--- src/hdl/pn_pkg.sv ---
// Package for the peak normalizer: store sizing, data widths and the
// command/status structs between controller and datapath. No dependencies.
package pn_pkg;

  localparam int unsigned STORE_DEPTH = 64;
  localparam int unsigned ADDR_W      = $clog2(STORE_DEPTH);
  localparam int unsigned CNT_W       = $clog2(STORE_DEPTH + 1);
  localparam int unsigned SAMPLE_W    = 16;
  localparam int unsigned MAG_W       = 17;
  localparam int unsigned QUO_W       = 15;
  localparam int unsigned STEP_W      = $clog2(QUO_W);

  typedef struct packed {
    logic load;
    logic idx_clr;
    logic idx_inc;
    logic div_start;
    logic out_load;
    logic clear;
  } pn_cmd_t;

  typedef struct packed {
    logic div_done;
    logic out_free;
    logic idx_last;
  } pn_sts_t;

endpackage

--- src/hdl/peak_normalizer_core.sv ---
// Peak normalizer top level: block peak search and normalization to Q2.14.
// Depends on pn_pkg, pn_ctrl and pn_datapath.
//
// Usage:
//   Input stream (s_axis): one signed Q1.15 sample per item, tlast marks the
//   final sample of a block. Samples are taken one per cycle while loading.
//   Up to 64 samples are stored; later ones are dropped and flag overflow.
//   Output stream (m_axis): after the last input item, one Q2.14 result per
//   stored sample, each divided by the signed peak (peak maps to +16384).
//   tlast marks the final result; tuser carries all_zero and overflow.
//   After the last input item, each result passes through a store read, a
//   divider start, the 15-step divider, a done check and an output load, one
//   result at a time. The input is not ready during emission; loading of the
//   next block starts while the final result is still held.
//   A stalled receiver holds the output register and pauses emission.
//   Reset empties the block and clears the output valid; store contents are
//   never read before being written in the current block.
module peak_normalizer_core
  import pn_pkg::*;
(
  input  logic        clk_i,
  input  logic        rst_ni,
  input  logic        s_axis_tvalid_i,
  output logic        s_axis_tready_o,
  input  logic [15:0] s_axis_tdata_i,   // [15:0] sample
  input  logic        s_axis_tlast_i,   // is_last
  output logic        m_axis_tvalid_o,
  input  logic        m_axis_tready_i,
  output logic [15:0] m_axis_tdata_o,   // [15:0] normalized
  output logic        m_axis_tlast_o,   // is_last_res
  output logic [1:0]  m_axis_tuser_o    // [0] all_zero, [1] overflow
);

  pn_cmd_t cmd;
  pn_sts_t sts;
  logic    out_zero;
  logic    out_ovf;

  pn_ctrl u_ctrl (
    .clk_i      (clk_i),
    .rst_ni     (rst_ni),
    .in_valid_i (s_axis_tvalid_i),
    .in_last_i  (s_axis_tlast_i),
    .in_ready_o (s_axis_tready_o),
    .sts_i      (sts),
    .cmd_o      (cmd)
  );

  pn_datapath u_dp (
    .clk_i       (clk_i),
    .rst_ni      (rst_ni),
    .cmd_i       (cmd),
    .sts_o       (sts),
    .sample_i    (s_axis_tdata_i),
    .out_ready_i (m_axis_tready_i),
    .out_valid_o (m_axis_tvalid_o),
    .out_data_o  (m_axis_tdata_o),
    .out_last_o  (m_axis_tlast_o),
    .out_zero_o  (out_zero),
    .out_ovf_o   (out_ovf)
  );

  assign m_axis_tuser_o = {out_ovf, out_zero};

endmodule

--- src/hdl/pn_div.sv ---
// Iterative restoring divider for the peak normalizer: one quotient bit a cycle.
// Computes trunc(dvd * 2^14 / dvs) for dvd <= dvs, sign applied at the end.
// Depends on pn_pkg.
module pn_div
  import pn_pkg::*;
(
  input  logic                       clk_i,
  input  logic                       rst_ni,
  input  logic                       start_i,
  input  logic [SAMPLE_W-1:0]        dvd_i,
  input  logic [SAMPLE_W-1:0]        dvs_i,
  input  logic                       neg_i,
  output logic signed [SAMPLE_W-1:0] quo_o,
  output logic                       done_o
);

  logic                busy_q, busy_d;
  logic                done_q, done_d;
  logic [STEP_W-1:0]   step_q, step_d;
  logic [SAMPLE_W-1:0] rem_q, rem_d;
  logic [SAMPLE_W-1:0] dvs_q, dvs_d;
  logic [QUO_W-1:0]    quo_q, quo_d;
  logic                neg_q, neg_d;

  logic [SAMPLE_W:0]   trial;
  logic [SAMPLE_W:0]   diff;
  logic                ge;
  logic [SAMPLE_W-1:0] quo_ext;

  always_comb begin
    trial = (step_q == '0) ? {1'b0, rem_q} : {rem_q, 1'b0};
    ge    = trial >= {1'b0, dvs_q};
    diff  = trial - {1'b0, dvs_q};
  end

  always_comb begin
    busy_d = busy_q;
    done_d = done_q;
    step_d = step_q;
    rem_d  = rem_q;
    dvs_d  = dvs_q;
    quo_d  = quo_q;
    neg_d  = neg_q;
    if (start_i) begin
      busy_d = 1'b1;
      done_d = 1'b0;
      step_d = '0;
      rem_d  = dvd_i;
      dvs_d  = dvs_i;
      quo_d  = '0;
      neg_d  = neg_i;
    end else if (busy_q) begin
      rem_d = ge ? diff[SAMPLE_W-1:0] : trial[SAMPLE_W-1:0];
      quo_d = {quo_q[QUO_W-2:0], ge};
      if (step_q == STEP_W'(QUO_W - 1)) begin
        busy_d = 1'b0;
        done_d = 1'b1;
      end else begin
        step_d = step_q + 1'b1;
      end
    end
  end

  always_ff @(posedge clk_i or negedge rst_ni) begin
    if (!rst_ni) begin
      busy_q <= 1'b0;
      done_q <= 1'b0;
      step_q <= '0;
    end else begin
      busy_q <= busy_d;
      done_q <= done_d;
      step_q <= step_d;
    end
  end

  always_ff @(posedge clk_i) begin
    rem_q <= rem_d;
    dvs_q <= dvs_d;
    quo_q <= quo_d;
    neg_q <= neg_d;
  end

  assign quo_ext = SAMPLE_W'(quo_q);
  assign quo_o   = neg_q ? -$signed(quo_ext) : $signed(quo_ext);
  assign done_o  = done_q;

endmodule

--- src/hdl/pn_datapath.sv ---
// Datapath of the peak normalizer: sample store, peak tracking, read index,
// divider and output register. Depends on pn_pkg and pn_div.
module pn_datapath
  import pn_pkg::*;
(
  input  logic                clk_i,
  input  logic                rst_ni,
  input  pn_cmd_t             cmd_i,
  output pn_sts_t             sts_o,
  input  logic [SAMPLE_W-1:0] sample_i,
  input  logic                out_ready_i,
  output logic                out_valid_o,
  output logic [SAMPLE_W-1:0] out_data_o,
  output logic                out_last_o,
  output logic                out_zero_o,
  output logic                out_ovf_o
);

  logic [SAMPLE_W-1:0] mem [STORE_DEPTH];
  logic [SAMPLE_W-1:0] rd_data_q;

  logic [CNT_W-1:0]    count_q, count_d;
  logic [MAG_W-1:0]    peak_mag_q, peak_mag_d;
  logic [SAMPLE_W-1:0] peak_q, peak_d;
  logic                drop_q, drop_d;
  logic [ADDR_W-1:0]   idx_q, idx_d;

  logic                out_valid_q, out_valid_d;
  logic [SAMPLE_W-1:0] out_data_q;
  logic                out_last_q, out_zero_q, out_ovf_q;

  logic                has_room;
  logic [MAG_W-1:0]    mag;
  logic [SAMPLE_W-1:0] rd_mag;
  logic [SAMPLE_W-1:0] peak_abs;
  logic signed [SAMPLE_W-1:0] quo;
  logic                div_done;
  logic                all_zero;
  logic                idx_last;

  assign has_room = count_q < CNT_W'(STORE_DEPTH);
  assign mag      = sample_i[SAMPLE_W-1] ? -MAG_W'($signed(sample_i))
                                         : MAG_W'($signed(sample_i));
  assign rd_mag   = rd_data_q[SAMPLE_W-1] ? -rd_data_q : rd_data_q;
  assign peak_abs = peak_q[SAMPLE_W-1] ? -peak_q : peak_q;
  assign all_zero = peak_mag_q == '0;
  assign idx_last = (CNT_W'(idx_q) + 1'b1) == count_q;

  always_ff @(posedge clk_i) begin
    if (cmd_i.load && has_room) begin
      mem[count_q[ADDR_W-1:0]] <= sample_i;
    end
    rd_data_q <= mem[idx_q];
  end

  always_comb begin
    count_d    = count_q;
    peak_mag_d = peak_mag_q;
    peak_d     = peak_q;
    drop_d     = drop_q;
    if (cmd_i.clear) begin
      count_d    = '0;
      peak_mag_d = '0;
      peak_d     = '0;
      drop_d     = 1'b0;
    end else if (cmd_i.load) begin
      if (has_room) begin
        count_d = count_q + 1'b1;
        if (mag > peak_mag_q) begin
          peak_mag_d = mag;
          peak_d     = sample_i;
        end
      end else begin
        drop_d = 1'b1;
      end
    end
  end

  always_comb begin
    idx_d = idx_q;
    if (cmd_i.idx_clr) begin
      idx_d = '0;
    end else if (cmd_i.idx_inc) begin
      idx_d = idx_q + 1'b1;
    end
  end

  always_comb begin
    out_valid_d = out_valid_q;
    if (cmd_i.out_load) begin
      out_valid_d = 1'b1;
    end else if (out_ready_i) begin
      out_valid_d = 1'b0;
    end
  end

  always_ff @(posedge clk_i or negedge rst_ni) begin
    if (!rst_ni) begin
      count_q     <= '0;
      peak_mag_q  <= '0;
      peak_q      <= '0;
      drop_q      <= 1'b0;
      idx_q       <= '0;
      out_valid_q <= 1'b0;
    end else begin
      count_q     <= count_d;
      peak_mag_q  <= peak_mag_d;
      peak_q      <= peak_d;
      drop_q      <= drop_d;
      idx_q       <= idx_d;
      out_valid_q <= out_valid_d;
    end
  end

  always_ff @(posedge clk_i) begin
    if (cmd_i.out_load) begin
      out_data_q <= all_zero ? '0 : quo;
      out_last_q <= idx_last;
      out_zero_q <= all_zero;
      out_ovf_q  <= drop_q;
    end
  end

  pn_div u_div (
    .clk_i   (clk_i),
    .rst_ni  (rst_ni),
    .start_i (cmd_i.div_start),
    .dvd_i   (rd_mag),
    .dvs_i   (peak_abs),
    .neg_i   (rd_data_q[SAMPLE_W-1] ^ peak_q[SAMPLE_W-1]),
    .quo_o   (quo),
    .done_o  (div_done)
  );

  assign sts_o.div_done = div_done;
  assign sts_o.out_free = !out_valid_q || out_ready_i;
  assign sts_o.idx_last = idx_last;

  assign out_valid_o = out_valid_q;
  assign out_data_o  = out_data_q;
  assign out_last_o  = out_last_q;
  assign out_zero_o  = out_zero_q;
  assign out_ovf_o   = out_ovf_q;

endmodule

--- src/hdl/pn_ctrl.sv ---
// Controller of the peak normalizer: load phase, then one read, divide and
// output pass per stored sample. Depends on pn_pkg.
module pn_ctrl
  import pn_pkg::*;
(
  input  logic    clk_i,
  input  logic    rst_ni,
  input  logic    in_valid_i,
  input  logic    in_last_i,
  output logic    in_ready_o,
  input  pn_sts_t sts_i,
  output pn_cmd_t cmd_o
);

  typedef enum logic [4:0] {
    S_LOAD  = 5'b00001,
    S_READ  = 5'b00010,
    S_START = 5'b00100,
    S_DIV   = 5'b01000,
    S_OUT   = 5'b10000
  } pn_state_e;

  pn_state_e state_q, state_d;
  logic      accept;

  assign in_ready_o = state_q == S_LOAD;
  assign accept     = in_valid_i && in_ready_o;

  always_comb begin
    state_d = state_q;
    cmd_o   = '0;
    unique case (state_q)
      S_LOAD: begin
        cmd_o.load = accept;
        if (accept && in_last_i) begin
          cmd_o.idx_clr = 1'b1;
          state_d       = S_READ;
        end
      end
      S_READ: begin
        state_d = S_START;
      end
      S_START: begin
        cmd_o.div_start = 1'b1;
        state_d         = S_DIV;
      end
      S_DIV: begin
        if (sts_i.div_done) begin
          state_d = S_OUT;
        end
      end
      S_OUT: begin
        if (sts_i.out_free) begin
          cmd_o.out_load = 1'b1;
          if (sts_i.idx_last) begin
            cmd_o.clear = 1'b1;
            state_d     = S_LOAD;
          end else begin
            cmd_o.idx_inc = 1'b1;
            state_d       = S_READ;
          end
        end
      end
      default: begin
        state_d = S_LOAD;
      end
    endcase
  end

  always_ff @(posedge clk_i or negedge rst_ni) begin
    if (!rst_ni) begin
      state_q <= S_LOAD;
    end else begin
      state_q <= state_d;
    end
  end

endmodule
--- config.mk ---
export PLATFORM = sky130hd
export DESIGN_NAME = peak_normalizer_core
export DESIGN_NICKNAME = d
export VERILOG_FILES = /design/src/hdl/pn_pkg.sv /design/src/hdl/peak_normalizer_core.sv /design/src/hdl/pn_div.sv /design/src/hdl/pn_datapath.sv /design/src/hdl/pn_ctrl.sv
export SDC_FILE = /design/constraint.sdc
export NUM_CORES = 1
export LEC_CHECK = 0
export BUFFER_PORTS_ARGS = -buffer_cell sky130_fd_sc_hd__buf_2
export CAP_MARGIN = 20
export CORE_ASPECT_RATIO = 1.25
export CORE_UTILIZATION = 40
export CTS_CLUSTER_SIZE = 24
export DETAILED_ROUTE_END_ITERATION = 10
export PLACE_DENSITY = 0.66
export RECOVER_POWER = 50
export SLEW_MARGIN = 10
export SYNTH_ARGS = -nofsm -noshare
export SYNTH_HDL_FRONTEND = slang
export SYNTH_SLANG_ARGS = --single-unit
--- constraint.sdc ---
create_clock -name clk_i -period 9.4 [get_ports clk_i]
set_input_delay 0.47 -clock clk_i [delete_from_list [all_inputs] [get_ports clk_i]]
set_output_delay 0.47 -clock clk_i [all_outputs]
set_load 0.02 [all_outputs]
After elaboration in Yosys (flattened, before gate mapping)
Memory sizes are Yosys's and may differ from the RTL's. A register that Yosys moved wholly into a read port is not among the register bits.
Cells that the tools add are included.
W data, S select, Z words.
{"block": "totals", "ram_bits": 1024, "n_memories": 1, "ff_bits": 126}
{"name": "u_dp.mem", "words": 64, "word_bits": 16, "read_ports": 1, "rd_clocked_by_memory_dff": 1, "wr": 1, "line": "pn_datapath.sv:19", "source": "logic [SAMPLE_W-1:0] mem [STORE_DEPTH];"}
{"block": "op_classes", "order_cmp": 3, "eq_ne": 12, "reduce_logical": 21, "mux": 51, "n_addsub": 9, "n_bitwise": 2}
{"cell": "$mux W16", "n": 8}
{"cell": "$mux W17", "n": 6}
{"cell": "$neg A16 Y16", "n": 2}
{"cell": "$mux W15", "n": 2}
{"cell": "$pmux W5 S5", "n": 1}
{"cell": "$mux W7", "n": 3}
{"cell": "$mux W1", "n": 19}
{"cell": "$ge A17 B16 Y1", "n": 1}
{"cell": "$gt A17 B17 Y1", "n": 1}
{"cell": "$logic_not A17 Y1", "n": 1}
{"cell": "$neg A16 Y17", "n": 1}
{"cell": "$neg A15 Y16", "n": 1}
{"cell": "$sub A16 B16 Y16", "n": 1}
{"cell": "$mux W5", "n": 3}
{"cell": "$reduce_bool A2 Y1", "n": 7}
{"cell": "$mux W4", "n": 3}
{"cell": "$mux W6", "n": 2}
{"cell": "$mux W2", "n": 4}
{"cell": "$ne A2 B2 Y1 const B", "n": 4}
{"cell": "$reduce_and A2 Y1", "n": 4}
{"cell": "$add A6 B1 Y7 const B", "n": 1}
{"cell": "$add A7 B1 Y7 const B", "n": 1}
{"cell": "$eq A7 B7 Y1", "n": 1}
{"cell": "$lt A7 B7 Y1 const B", "n": 1}
{"cell": "other kinds (17)", "n": 20}

Logic depth before layout (Yosys ltp)
{"block": "logic_depth", "word_depth": 8, "depth_mapped": 15, "depth_no_buf": 14}

Modules after synthesis
A second synthesis with hierarchy kept.
{"block": "hier_totals", "hier_cells": 2556, "hier_area_um2": 47307.9}
{"module": "pn_datapath", "cells_per_inst": 2144, "n_inst": 1, "area_per_inst_um2": 43367.8, "seq_area_each_um2": 32816.5}
{"module": "pn_div", "cells_per_inst": 368, "n_inst": 1, "area_per_inst_um2": 3559.7, "seq_area_each_um2": 1441.4}
{"module": "pn_ctrl", "cells_per_inst": 42, "n_inst": 1, "area_per_inst_um2": 365.4, "seq_area_each_um2": 126.4}
{"module": "peak_normalizer_core", "cells_per_inst": 2, "n_inst": 1, "area_per_inst_um2": 15.0, "seq_area_each_um2": 0.0}

Least setup slack after synthesis
No wires, ideal clock.
{"block": "synth_path", "kind": "register to register", "from": "register u_dp.u_div.step_q[0]", "to": "register u_dp.u_div.rem_q[12], data pin", "path_slack_ns": 5.351, "stages_incl_launch_ff": 14, "period_less_slack_ns": 4.049, "t_arrival_ns": 3.778, "setup_time_ns": 0.271, "n_path_buf": 1, "t_required_ns": 9.129, "path_cell_list": "dfrtp_1 inv_1 ha_1 nor3b_2 clkbuf_1 mux2_2 fa_1 a21o_1 a221oi_1 o21ai_0 a2111oi_2 nor3_1 a211oi_1 o22ai_1"}
{"block": "synth_via", "elab_chain_cells": 6}
{"item": "start, declared", "line": "pn_div.sv:19", "source": "logic [STEP_W-1:0] step_q, step_d;"}
{"item": "start signal, assigned", "line": "pn_div.sv:72", "source": "step_q <= step_d;"}
{"item": "$logic_not A4 Y1 (*)", "line": "pn_div.sv:31", "source": "trial = (step_q == '0) ? {1'b0, rem_q} : {rem_q, 1'b0};"}
{"item": "$mux W17 (*)", "line": "pn_div.sv:31"}
{"item": "$sub A16 B16 Y16 / $ge A17 B16 Y1 (equally long branches)", "line": "pn_div.sv:33, pn_div.sv:32"}
{"item": "$mux W16 (*)", "line": "pn_div.sv:53", "source": "rem_d = ge ? diff[SAMPLE_W-1:0] : trial[SAMPLE_W-1:0];"}
{"item": "$mux W16 (*)", "line": "pn_div.sv:52", "source": "end else if (busy_q) begin"}
{"item": "$mux W16 (*)", "line": "pn_div.sv:44", "source": "if (start_i) begin"}
{"item": "via u_dp.u_div.rem_d[12]", "line": "pn_div.sv:20", "source": "logic [SAMPLE_W-1:0] rem_q, rem_d;"}
{"item": "end signal, assigned", "line": "pn_div.sv:77", "source": "rem_q <= rem_d;"}
{"item": "end, declared", "line": "pn_div.sv:20"}
Mark *: on every way through the listed nets, which the timed path passes. The rest lies on a longest branch. The select of a mux whose other input is x is not followed.
A chain may end at the register's enable or synchronous reset.

Worst setup path after layout
{"block": "layout_path", "from": "input s_axis_tdata_i[15]", "to": "register u_dp.peak_mag_q[11]"}
{"block": "layout_via", "elab_chain_cells": 5}
{"item": "start, declared", "line": "peak_normalizer_core.sv:25", "source": "input logic [15:0] s_axis_tdata_i,"}
{"item": "$neg A16 Y17 / $mux W17 (equally long branches)", "line": "pn_datapath.sv:42", "source": "assign mag = sample_i[SAMPLE_W-1] ? -MAG_W'($signed(sample_i))"}
{"item": "$mux W17 (*)", "line": "pn_datapath.sv:42"}
{"item": "$gt A17 B17 Y1 / $mux W17 (equally long branches)", "line": "pn_datapath.sv:69, pn_datapath.sv:67"}
{"item": "$reduce_bool A2 Y1 (no line) / $mux W17 (equally long branches)"}
{"item": "$reduce_and A3 Y1 (no line) / $mux W17 (equally long branches)"}
{"item": "end signal, assigned", "line": "pn_datapath.sv:107", "source": "peak_mag_q <= peak_mag_d;"}
{"item": "end, declared", "line": "pn_datapath.sv:23", "source": "logic [MAG_W-1:0] peak_mag_q, peak_mag_d;"}
Mark *: on every way between the ends. The rest lies on a longest branch, timed or not. The select of a mux whose other input is x is not followed.

==> impl_metrics.py <==
metrics = {
    "run_status": {
        "status": "finished, violations left",
        "violations": "max-capacitance violations, max-slew violations",
    },
    "floorplanning": {
        "fp.dieW_um": 309,
        "die_y_um": 386,
        "io_pins": 42,
        "die-area_um2": 119000,
        "coreArea_um2": 117000,
        "initial_core_util_pct": 40.4,
        "std_cell_rows": 140,
    },
    "layout": {
        "mostFrequentLayoutCells": "1076 x edfxtp_1, 320 x mux4_2, 129 x nor2_1",
        "instances_no_fill": 4171,
        "n_antenna_cell": 0,
        "nets": 2579,
        "finalInstanceArea_um2": 53100,
        "syn_to_final_growth_pct": 12.4,
        "final_common_cell": "edfxtp_1",
        "nFillCells": 9745,
        "layout-drive-gt1-share_pct": 23.9,
    },
    "critical_path": {
        "worstSetupPathType": "input port to register",
        "startpoint_type": "input port",
        "required_ps": 10060,
        "cp_data_arrival_time_ps": 6180,
        "endpoint_kind": "register",
        "worstPathMaxFanout": 81,
    },
    "synth": {
        "muxShareOfSynthArea_pct": 16.4,
        "avgSynthCellArea_um2": 19.8,
        "seq_area_frac_synth_pct": 72.9,
        "synth-xor-area-share_pct": 1.56,
        "synth_cell_types": 71,
        "synth_top_family_by_area": "multiplexers",
        "yosys_warnings": 0,
        "ys_async_sr_fraction_pct": 4.98,
        "synth_compound_area_share_pct": 2.98,
        "ys_seq_elements": 1165,
        "netlist_instances": 2381,
        "synthTopCellsByArea": "edfxtp_1 68%, mux4_2 15%, dfrtp_1 3.0%, dfxtp_1 1.3%, ha_1 1.1%",
        "synth_fa_ha_area_share_pct": 1.16,
        "synth-edff-count": 1076,
        "synth_area_um2": 47200,
        "syn_nets": 2445,
        "synth-simple-area-share_pct": 3.39,
        "synth-main-ff-cell": "edfxtp_1",
        "synth_top_area_cell": "edfxtp_1",
        "netlist.area_leader.share_pct": 68.5,
    },
    "power_and_ir_drop": {
        "ir_drop_uv": 156,
        "power_leakage_nw": 16.8,
        "p_total_w": 0.0122,
        "power_density_nw_per_um2": 231,
    },
    "clock_tree": {
        "cts.path.max_buffers": 3,
        "worstSkewPairLatency_ps": 730,
        "htree_levels": 3,
        "cts_tree": "done",
        "cts_inserted_buffers": 110,
        "cts.sinks": 1165,
        "root_buffer": "clkbuf_16",
        "clk_pin_slew_ps": 60,
        "post_cts_resized": 0,
    },
    "sta": {
        "fmax_ghz": 0.181,
        "fin_skew_ps": 18.4,
        "timing.final.ws_setup_ps": 3890,
        "min_period_over_period_pct": 58.6,
        "fin_tns_setup_ps": 0,
        "slew_violations": 1074,
        "slew_headroom_pct": -151,
        "finalHoldViolations": 0,
        "worstMarginPinSlew_ps": 3760,
        "min_period_ps": 5510,
        "rsz0062_at_grt": "no",
        "finalSetupViolations": 0,
    },
    "grt": {
        "grt_max_degree": 140,
        "track_usage_pct": 18.7,
        "grt_pass1_wl_um": 161000,
        "grt_pass1_vias": 24300,
        "antenna_found_initial": 4,
        "grt_overflow": 0,
    },
    "routing": {
        "dr.first_iter.drc_count": 2370,
        "wire_per_inst_um": 26.5,
        "drc": 0,
        "ant_nets": 0,
        "first_pass_iters": 6,
        "dr_total_vias": 23400,
        "totalWireLength_um": 111000,
        "viasPerCell": 5.62,
    },
    "placement": {
        "io_buffers": 41,
        "placedCellCount": 3963,
        "place_hpwl_um": 64700,
        "place_ws_ps": 4680,
        "placed_cell_area_um2": 49600,
        "gp_congestion": 0.863,
    },
    "flow_run": {
        "max_cap_violations": 18,
    },
    "worst_hold_path": {
        "min-delay-path-class": "input port to register",
    },
}
==> logic make-up after synthesis <==
kind of cell    count (synthesis)
xor+xnor                       84
compound gates                206
mux                           372
flops                        1165
buf+inv                       174
other cells                     1
simple gates                  336
fa+ha+maj                      43
==> path summary, 6_finish.rpt <==
check / slack [ps] / end / from / cells past startpoint
setup / recovery: 3890 / u_dp.peak_mag_q[11]$_DFFE_PN0P_ / s_axis_tdata_i[15] / 12
setup reg to reg: 5110 / u_dp.u_div.rem_q[12]$_DFFE_PP_ / u_dp.u_div.step_q[0]$_DFFE_PN0P_ / 13
hold / removal: 130 / u_dp.out_valid_o$_DFFE_PN0P_ / m_axis_tready_i / 3
min in group asynchronous: 1550 / u_dp.out_valid_o$_DFFE_PN0P_ / rst_ni / 3
max in group asynchronous: 5440 / u_dp.idx_q[0]$_DFFE_PN0P_ / rst_ni / 3
hold reg to reg: 520 / u_dp.out_ovf_o$_DFFE_PP_ / u_dp.drop_q$_DFFE_PN0P_ / 0
==> layout make-up <==
class / count / area [um^2] / area share (%)
Inverter: 50 / 189 / 0.356
Clock buffer: 136 / 2930 / 5.53
Timing Repair Buffer: 146 / 915 / 1.72
Tap cell: 1562 / 1950 / 3.68
Sequential cell: 1165 / 34400 / 64.8
Multi-Input combinational cell: 1042 / 12100 / 22.7
Clock inverter: 70 / 607 / 1.14
==> metal layers <==
metal / GRT usage, % / vias to the layer above / part of all wire (%)
li1: - / 10000 / -
met2: 32.5 / 819 / 51
met5: 0 / - / 0.028
met1: 23.4 / 12400 / 39
met3: 2.69 / 204 / 5.6
met4: 8.32 / 6 / 4.4
==> repair_timing <==
action	4_1_cts	5_1_grt
hold buffers	1	0
buffers inserted	0	0
endpoints found under the setup margin	0	0
endpoints found under the hold margin	57	0
==> per-stage QoR <==
stage / hold slack [ps] / utilization (%)
global placement: 510 / 42.5
detailed placement: 512 / 42.5
finish: 134 / 45.4
global route: 142 / 45.4
CTS: 97.5 / 45.5
floorplan: 174 / -
==> cell usage after synthesis (4+ instances only) <==
cell      instances
a21o_1           10
dfxtp_1          31
edfxtp_1       1076
a211oi_1         16
buf_2            32
xor2_1           36
and3_1            8
or4_1             9
nor4_1            8
nor3_1           10
a22oi_1           6
o41ai_1           4
dfrtp_1          57
nor2_1          139
inv_1            49
a21oi_1          38
o21a_1            4
or3_1            11
nand2_1          70
buf_6             8
a22o_1           31
buf_1            12
and2_1            7
nand4_1          10
a31oi_1          12
mux4_2          320
buf_4             5
o31ai_1          17
nor2b_1          19
mux2_2           18
nand3_1          18
xnor2_1          48
mux2i_1          34
o21ai_0          38
nand2b_1         10
clkbuf_1         66
ha_1             42
==> critical path, stage by stage <==
cell	delay, ps
buf_2	70
clkbuf_1	2610
o21ai_0	520
xnor2_1	310
ha_1	490
nand3_1	80
nand2_1	70
a21oi_1	70
o211a_1	230
a21oi_2	600
buf_4	360
a22o_1	180
==> state kept, by name, summed over array words and instances (netlist names), 5 cells and up <==
register	count
u_dp.peak_q	16
u_dp.u_div.dvs_q	16
u_dp.peak_mag_q	16
u_dp.mem	1024
u_dp.out_data_o	16
u_ctrl.state_q	5
u_dp.u_div.rem_q	16
u_dp.count_q	7
u_dp.rd_data_q	16
u_dp.u_div.quo_q	15
u_dp.idx_q	6
==> power breakdown <==
part	leakage [nW]	switching [W]	internal (W)
registers	10.7	0.000222	0.00601
clock network	1.73	0.00194	0.00244
logic	4.37	0.000953	0.000672
total	16.8	0.00311	0.00912
Note: power is estimated with default switching activity, not from simulation.
